==> src/design/rdc_pkg.sv <==
// Shared types and constants for the radix digit converter.
// No dependencies; every other design file imports this package.
`timescale 1ns / 1ps
package rdc_pkg;

  localparam int IN_W        = 32;
  localparam int SYM_W       = 8;
  localparam int SYM_COUNT   = 16;
  localparam int DIGIT_W     = 4;
  localparam int STACK_DEPTH = 32;
  localparam int COUNT_W     = 6;
  localparam int BASE_W      = 5;
  localparam int CFG_DATA_W  = 64;
  localparam int CFG_IDX_W   = 2;

  localparam logic [SYM_W-1:0] SIGN_PLUS  = 8'h2B;
  localparam logic [SYM_W-1:0] SIGN_MINUS = 8'h2D;

  localparam logic [CFG_IDX_W-1:0] CFG_BASE_LENGTH  = 2'd0;
  localparam logic [CFG_IDX_W-1:0] CFG_SYMBOLS_LOW  = 2'd1;
  localparam logic [CFG_IDX_W-1:0] CFG_SYMBOLS_HIGH = 2'd2;

  typedef logic [SYM_COUNT-1:0][SYM_W-1:0] sym_array_t;

  typedef enum logic [2:0] {
    ST_IDLE,
    ST_CHECK,
    ST_DIVIDE,
    ST_SIGN,
    ST_EMIT
  } state_t;

  typedef struct packed {
    logic load;
    logic run;
  } div_ctrl_t;

  typedef struct packed {
    logic done;
    logic quot_zero;
  } div_stat_t;

  typedef struct packed {
    logic push;
    logic pop;
  } stack_ctrl_t;

endpackage

==> src/design/rdc_alpha.sv <==
// Alphabet checker: radix range, sign symbols and repeated symbols.
// Depends on rdc_pkg.
`timescale 1ns / 1ps
module rdc_alpha #(
  parameter int MAX_SYMBOLS = 16
) (
  input  logic [rdc_pkg::BASE_W-1:0] base_length,
  input  rdc_pkg::sym_array_t        syms,
  output logic                       ok
);
  import rdc_pkg::*;

  always_comb begin
    logic bad;
    bad = 1'b0;
    if (base_length < BASE_W'(2) || base_length > BASE_W'(MAX_SYMBOLS)) begin
      bad = 1'b1;
    end
    for (int i = 0; i < SYM_COUNT; i++) begin
      if (BASE_W'(i) < base_length) begin
        if (syms[i] == SIGN_PLUS || syms[i] == SIGN_MINUS) begin
          bad = 1'b1;
        end
        for (int j = i + 1; j < SYM_COUNT; j++) begin
          if (BASE_W'(j) < base_length && syms[i] == syms[j]) begin
            bad = 1'b1;
          end
        end
      end
    end
    ok = !bad;
  end

endmodule

==> src/design/rdc_div.sv <==
// Digit-serial divider: divides the magnitude by the radix, four bits per cycle,
// leaving the quotient in place and the remainder as the next digit.
// Depends on rdc_pkg.
`timescale 1ns / 1ps
module rdc_div #(
  parameter int MAG_W = 32
) (
  input  logic                        clk,
  input  logic                        rst,
  input  rdc_pkg::div_ctrl_t          ctrl,
  input  logic [MAG_W-1:0]            mag,
  input  logic [rdc_pkg::BASE_W-1:0]  radix,
  output rdc_pkg::div_stat_t          stat,
  output logic [rdc_pkg::DIGIT_W-1:0] digit
);
  import rdc_pkg::*;

  localparam int NIB   = MAG_W / 4;
  localparam int CNT_W = (NIB > 1) ? $clog2(NIB) : 1;
  localparam logic [CNT_W-1:0] CNT_LAST = CNT_W'(NIB - 1);

  logic [MAG_W-1:0]   quot;
  logic [MAG_W-1:0]   quot_next;
  logic [DIGIT_W-1:0] rem;
  logic [DIGIT_W-1:0] rem_step;
  logic [CNT_W-1:0]   cnt;

  always_comb begin
    logic [BASE_W-1:0] r;
    logic [3:0]        qn;
    r  = {1'b0, rem};
    qn = '0;
    for (int k = 3; k >= 0; k--) begin
      r = {r[3:0], quot[MAG_W-4+k]};
      if (r >= radix) begin
        r     = r - radix;
        qn[k] = 1'b1;
      end
    end
    rem_step  = r[DIGIT_W-1:0];
    quot_next = {quot[MAG_W-5:0], qn};
  end

  assign digit          = rem_step;
  assign stat.done      = (cnt == CNT_LAST);
  assign stat.quot_zero = (quot_next == '0);

  always_ff @(posedge clk) begin
    if (rst) begin
      cnt <= '0;
    end else if (ctrl.load) begin
      cnt <= '0;
    end else if (ctrl.run) begin
      cnt <= (cnt == CNT_LAST) ? '0 : cnt + CNT_W'(1);
    end
  end

  always_ff @(posedge clk) begin
    if (ctrl.load) begin
      quot <= mag;
      rem  <= '0;
    end else if (ctrl.run) begin
      quot <= quot_next;
      rem  <= (cnt == CNT_LAST) ? '0 : rem_step;
    end
  end

endmodule

==> src/design/rdc_stack.sv <==
// Digit stack as a shift register: push shifts in at the top, pop shifts out.
// Depends on rdc_pkg.
`timescale 1ns / 1ps
module rdc_stack (
  input  logic                        clk,
  input  rdc_pkg::stack_ctrl_t        ctrl,
  input  logic [rdc_pkg::DIGIT_W-1:0] din,
  output logic [rdc_pkg::DIGIT_W-1:0] top
);
  import rdc_pkg::*;

  logic [DIGIT_W-1:0] st [STACK_DEPTH];

  assign top = st[0];

  always_ff @(posedge clk) begin
    if (ctrl.push) begin
      st[0] <= din;
      for (int i = 1; i < STACK_DEPTH; i++) begin
        st[i] <= st[i-1];
      end
    end else if (ctrl.pop) begin
      for (int i = 0; i < STACK_DEPTH - 1; i++) begin
        st[i] <= st[i+1];
      end
    end
  end

endmodule

==> src/design/radix_digit_converter_unit.sv <==
// Radix digit converter top level: config registers, sequencer, output register.
// Depends on rdc_pkg, rdc_alpha, rdc_div and rdc_stack.
// One value at a time: accept, alphabet check, then one divider pass per digit,
// then one emitted symbol per cycle while the output is taken.
// Synchronous reset clears config registers, sequencer and output valid.
`timescale 1ns / 1ps
module radix_digit_converter_unit #(
  parameter int MAX_SYMBOLS = 16,
  parameter int VALUE_WIDTH = 32
) (
  input  logic                          clk,
  input  logic                          rst,
  input  logic                          s_tvalid,
  output logic                          s_tready,
  input  logic [rdc_pkg::IN_W-1:0]      s_tdata,   // [31:0] value
  output logic                          m_tvalid,
  input  logic                          m_tready,
  output logic [rdc_pkg::SYM_W-1:0]     m_tdata,   // [7:0] symbol
  output logic                          m_tlast,
  input  logic                          cfg_we,
  input  logic [rdc_pkg::CFG_IDX_W-1:0] cfg_index,
  input  logic [rdc_pkg::CFG_DATA_W-1:0] cfg_data
);
  import rdc_pkg::*;

  localparam int MAG_W = ((VALUE_WIDTH + 3) / 4) * 4;

  logic [BASE_W-1:0]     base_length;
  logic [CFG_DATA_W-1:0] symbols_low;
  logic [CFG_DATA_W-1:0] symbols_high;
  sym_array_t            syms;
  logic                  alpha_ok;

  state_t                state, state_next;
  logic                  negative, negative_next;
  logic [COUNT_W-1:0]    count, count_next;

  logic [VALUE_WIDTH-1:0] raw;
  logic [VALUE_WIDTH-1:0] mag_abs;
  div_ctrl_t              div_ctrl;
  div_stat_t              div_stat;
  logic [DIGIT_W-1:0]     digit;
  stack_ctrl_t            stk_ctrl;
  logic [DIGIT_W-1:0]     stk_top;

  logic                   out_free;
  logic                   out_load;
  logic [SYM_W-1:0]       out_sym;
  logic                   out_last;

  assign syms    = {symbols_high, symbols_low};
  assign raw     = s_tdata[VALUE_WIDTH-1:0];
  assign mag_abs = raw[VALUE_WIDTH-1] ? (~raw + VALUE_WIDTH'(1)) : raw;

  always_ff @(posedge clk) begin
    if (rst) begin
      base_length  <= '0;
      symbols_low  <= '0;
      symbols_high <= '0;
    end else if (cfg_we) begin
      case (cfg_index)
        CFG_BASE_LENGTH:  base_length  <= cfg_data[BASE_W-1:0];
        CFG_SYMBOLS_LOW:  symbols_low  <= cfg_data;
        CFG_SYMBOLS_HIGH: symbols_high <= cfg_data;
        default: ;
      endcase
    end
  end

  rdc_alpha #(
    .MAX_SYMBOLS(MAX_SYMBOLS)
  ) u_alpha (
    .base_length(base_length),
    .syms       (syms),
    .ok         (alpha_ok)
  );

  rdc_div #(
    .MAG_W(MAG_W)
  ) u_div (
    .clk  (clk),
    .rst  (rst),
    .ctrl (div_ctrl),
    .mag  (MAG_W'(mag_abs)),
    .radix(base_length),
    .stat (div_stat),
    .digit(digit)
  );

  rdc_stack u_stack (
    .clk (clk),
    .ctrl(stk_ctrl),
    .din (digit),
    .top (stk_top)
  );

  assign s_tready = (state == ST_IDLE);
  assign out_free = !m_tvalid || m_tready;

  always_comb begin
    state_next    = state;
    negative_next = negative;
    count_next    = count;
    div_ctrl      = '0;
    stk_ctrl      = '0;
    out_load      = 1'b0;
    out_sym       = syms[stk_top];
    out_last      = (count == COUNT_W'(1));
    case (state)
      ST_IDLE: begin
        if (s_tvalid) begin
          div_ctrl.load = 1'b1;
          negative_next = raw[VALUE_WIDTH-1];
          count_next    = '0;
          state_next    = ST_CHECK;
        end
      end
      ST_CHECK: begin
        state_next = alpha_ok ? ST_DIVIDE : ST_IDLE;
      end
      ST_DIVIDE: begin
        div_ctrl.run = 1'b1;
        if (div_stat.done) begin
          stk_ctrl.push = 1'b1;
          count_next    = count + COUNT_W'(1);
          if (div_stat.quot_zero || count == COUNT_W'(STACK_DEPTH - 1)) begin
            state_next = negative ? ST_SIGN : ST_EMIT;
          end
        end
      end
      ST_SIGN: begin
        out_sym  = SIGN_MINUS;
        out_last = 1'b0;
        if (out_free) begin
          out_load   = 1'b1;
          state_next = ST_EMIT;
        end
      end
      ST_EMIT: begin
        if (out_free) begin
          out_load     = 1'b1;
          stk_ctrl.pop = 1'b1;
          count_next   = count - COUNT_W'(1);
          if (count == COUNT_W'(1)) begin
            state_next = ST_IDLE;
          end
        end
      end
      default: begin
        state_next = ST_IDLE;
      end
    endcase
  end

  always_ff @(posedge clk) begin
    if (rst) begin
      state    <= ST_IDLE;
      negative <= 1'b0;
      count    <= '0;
    end else begin
      state    <= state_next;
      negative <= negative_next;
      count    <= count_next;
    end
  end

  always_ff @(posedge clk) begin
    if (rst) begin
      m_tvalid <= 1'b0;
    end else if (out_load) begin
      m_tvalid <= 1'b1;
    end else if (m_tready) begin
      m_tvalid <= 1'b0;
    end
  end

  always_ff @(posedge clk) begin
    if (out_load) begin
      m_tdata <= out_sym;
      m_tlast <= out_last;
    end
  end

endmodule
==> config.mk <==
export PLATFORM = sky130hd
export DESIGN_NAME = radix_digit_converter_unit
export DESIGN_NICKNAME = d
export VERILOG_FILES = /design/src/design/rdc_pkg.sv /design/src/design/rdc_alpha.sv /design/src/design/rdc_div.sv /design/src/design/rdc_stack.sv /design/src/design/radix_digit_converter_unit.sv
export SDC_FILE = /design/constraint.sdc
export NUM_CORES = 1
export LEC_CHECK = 0
export BUFFER_PORTS_ARGS = -buffer_cell sky130_fd_sc_hd__buf_4
export CAP_MARGIN = 15
export CELL_PAD_IN_SITES_DETAIL_PLACEMENT = 0
export CELL_PAD_IN_SITES_GLOBAL_PLACEMENT = 1
export CORE_ASPECT_RATIO = 1.25
export CORE_UTILIZATION = 45
export CTS_CLUSTER_SIZE = 30
export DETAILED_ROUTE_END_ITERATION = 10
export GPL_TIMING_DRIVEN = 0
export HOLD_SLACK_MARGIN = 0.15
export PLACE_DENSITY = 0.82
export SKIP_CTS_REPAIR_TIMING = 1
export SYNTH_ARGS = -nofsm -noshare
export SYNTH_HDL_FRONTEND = slang
export SYNTH_HIERARCHICAL = 1
export SYNTH_SLANG_ARGS = --single-unit
==> constraint.sdc <==
create_clock -name clk -period 8.2 [get_ports clk]
set_clock_uncertainty 0.05 [all_clocks]
set_input_delay 1.64 -clock clk [delete_from_list [all_inputs] [get_ports clk]]
set_output_delay 1.64 -clock clk [all_outputs]
set_load 0.01 [all_outputs]
==> results.toml <==
[cts]
cts_htree_levels = 1
cts_buffers = 29
clk_pin_slew_ns = 0.07
cts_root_buffer = "clkbuf_16"
cts.sink_count = 320
cts_max_path_buffers = 3
clk-insertion-delay-late_ns = 0.59
cts_tree = "built"

[critical_path]
path_max_fanout = 13
r2r-end = "state[1]"
cp.required_ns = 8.58
startpoint_type = "flip-flop"
reg2reg_from = "base_length[0]"
critPathSlowestCell = "dfxtp_1"
crit_type = "reg2reg"
ff2ff_path_depth = 25
path_common_cell = "ha_1"
endpoint_kind = "flip-flop"
cp_data_arrival_time_ns = 7.47
reg2reg_slack_ns = 1.11
cpPeakStageDelay_ns = 0.98

[sta]
setup_tns_ns = 0
final_max_slew_viol_count = 0
relSlewSlack = 0.1678
worst_pin_slew_ns = 1.248
setup_slack_ns = 1.110
fin_crit_sh = 0.8646
setup_viol_count_final = 0
max_freq_mhz = 141.1
finalHoldViolCount = 0
fin_crit_ns = 7.090
rsz0062_at_grt = "false"

[drt]
viasPerCell = 6.168
drtAntennaViolNets = 0
first_pass_iters = 6
wl_per_cell_um = 29.26
vias = 25070
drc = 0
drt_iter0_drc = 2974
wl_um = 118900

[synthesis]
muxShareOfSynthArea = 0.1089
yosys.area_share.adder = 0.01414
synth-simple-area-share = 0.1431
synth_xor_area_frac = 0.3087
synth_compound_area_frac = 0.06928
async_flop_share = 0
yosys_warnings = 6
syn_area_per_cell_um2 = 9.384
yosysUniqueCellTypes = 88
synth_top_family_by_area = "XOR/XNOR gates"
synth_fp_nets = 3187
ys_seq_elements = 320
synth_area_mm2 = 0.02866
synth-edff-count = 169
syn_inst = 3054
synthFlopType = "edfxtp_1"
seq_area_frac_synth = 0.2825
synth.top_cell.area_share = 0.1941
synthTopCellsByArea = "xnor2_1, edfxtp_1, xor2_1, dfxtp_1, buf_2"
yosysTopAreaCell = "xnor2_1"

[floorplan]
chipHeight_um = 284.2
ioPinCount = 114
start_util = 0.4548
die-area_mm2 = 0.06471
rows = 103
core_mm2 = 0.06302
die_w_um = 227.7

[placed_design]
port_buffers = 112
dpl.hpwl_um = 84390
dp.cells = 4007
place_congestion = 1.045
pre_cts_ws_ns = 1.146

[global_route]
track_usage = 0.3568
overflow = 0
grt_pass1_wl_um = 170200
grt_max_degree = 64
grt_pass1_vias = 24350
antenna_found_initial = 2

[layout]
area_growth_pct = 10.21
nets = 3334
fin_cells = 4065
drive_above_1_share = 0.2125
fin_util = 0.5012
final_common_cell = "xnor2_1"
layout_common_cells = "xnor2_1, xor2_1, nand2_1, buf_2, buf_4"

[power]
cellPowerDensity_mw_per_mm2 = 148.2
ir_drop_v = 0.0002453
power.leakage_uw = 0.01255

[worst_hold_path]
hold_class = "reg2reg"
holdPathEnd = "u_stack/st[7][14]"
min_path_cells = 0
hold_start = "u_stack/st[7][10]"

[outcome]
status = "complete, no violations"

[job]
maxCapViolCount = 0
## through the flow
stage	hold slack [ns]	power [uW]	cell area (um^2)
CTS	0.4076	4659	31530
global route	0.4289	4848	31580
floorplan	0.3722	2871	28660
detailed placement	0.3972	3285	30580
global placement	0.3859	3271	30550
finish	0.4154	4682	31590
## cells in the mapped netlist, types with 5 or more instances
cell / count
a21o_1: 10
nor3_1: 78
or3_1: 10
clkbuf_1: 50
buf_12: 7
edfxtp_1: 169
nand4b_1: 9
nand4_1: 159
a21oi_1: 162
mux4_2: 32
mux2_2: 94
or4_1: 5
mux2_4: 72
o31ai_1: 13
nor4_1: 120
nand2b_1: 11
xnor2_1: 635
a31oi_1: 38
dfxtp_1: 151
o41ai_1: 9
buf_4: 57
nor4b_1: 9
buf_1: 19
a22oi_1: 6
nor3b_1: 5
buf_2: 218
xor2_1: 375
nor2_1: 27
buf_6: 6
nand3_1: 30
mux2i_1: 26
a211oi_1: 6
nand2_1: 283
o21ai_0: 11
o22ai_1: 5
inv_1: 26
ha_1: 26
## registers in the layout (all words and copies together) (netlist names), 3 cells and up
signal        cells
base_length       5
count             6
m_tdata           8
state             3
symbols_high     64
symbols_low      64
u_div/cnt         3
u_div/quot       32
u_div/rem         4
u_stack/st      128
## layout make-up
type	count	area, um^2
fill	6021	31430
multi-input combinational	2349	18470
sequential	320	8098
buffer	359	2006
tap	840	1051
timing repair buffer	116	910.9
clock buffer	40	839.6
clock inverter	14	112.6
inverter	26	97.59
antenna	1	2.502
## critical path, delay by kind of cell, from the launching register on
kind                       cells  cell delay, ns
muxes                          3            0.81
buffers and inverters          2            0.21
AOI/OAI and AO/OA             12            2.29
and+or+nand+nor                4            1.25
adders and majority gates      4            1.36
DFF                            1            0.98
## metal layers
layer | track usage | part of all wire | vias up
met4 | 0.2654 | 0.087 | 2
li1 | - | - | 10870
met5 | 0 | 0.000084 | -
met2 | 0.5680 | 0.45 | 1556
met3 | 0.08387 | 0.099 | 517
met1 | 0.4180 | 0.37 | 12130
## worst max-delay path by stage
stage / start / endpoint / slack, ns
finish: base_length[0] / state[1] / 1.11
detailed placement: base_length[0] / state[1] / 1.15
CTS: base_length[0] / state[1] / 1.13
global placement: base_length[0] / state[2] / 1.13
global route: base_length[0] / state[1] / 0.65
floorplan: base_length[2] / state[1] / 2.26
## kinds of logic (layout without fill, tap and decap cells)
logic type,count (synthesis),count (layout)
xor+xnor,1010,1010
simple gates,779,779
buf+inv,385,555
flops,320,320
compound gates,306,306
mux,224,224
fa+ha+maj,30,30
other cells,0,1
## power by group
| group | internal (uW) | switching [uW] |
|---|---|---|
| Clock | 752 | 633 |
| Sequential | 1750 | 43.3 |
| Combinational | 651 | 854 |
No activity file was read; power rests on OpenSTA's default activity.
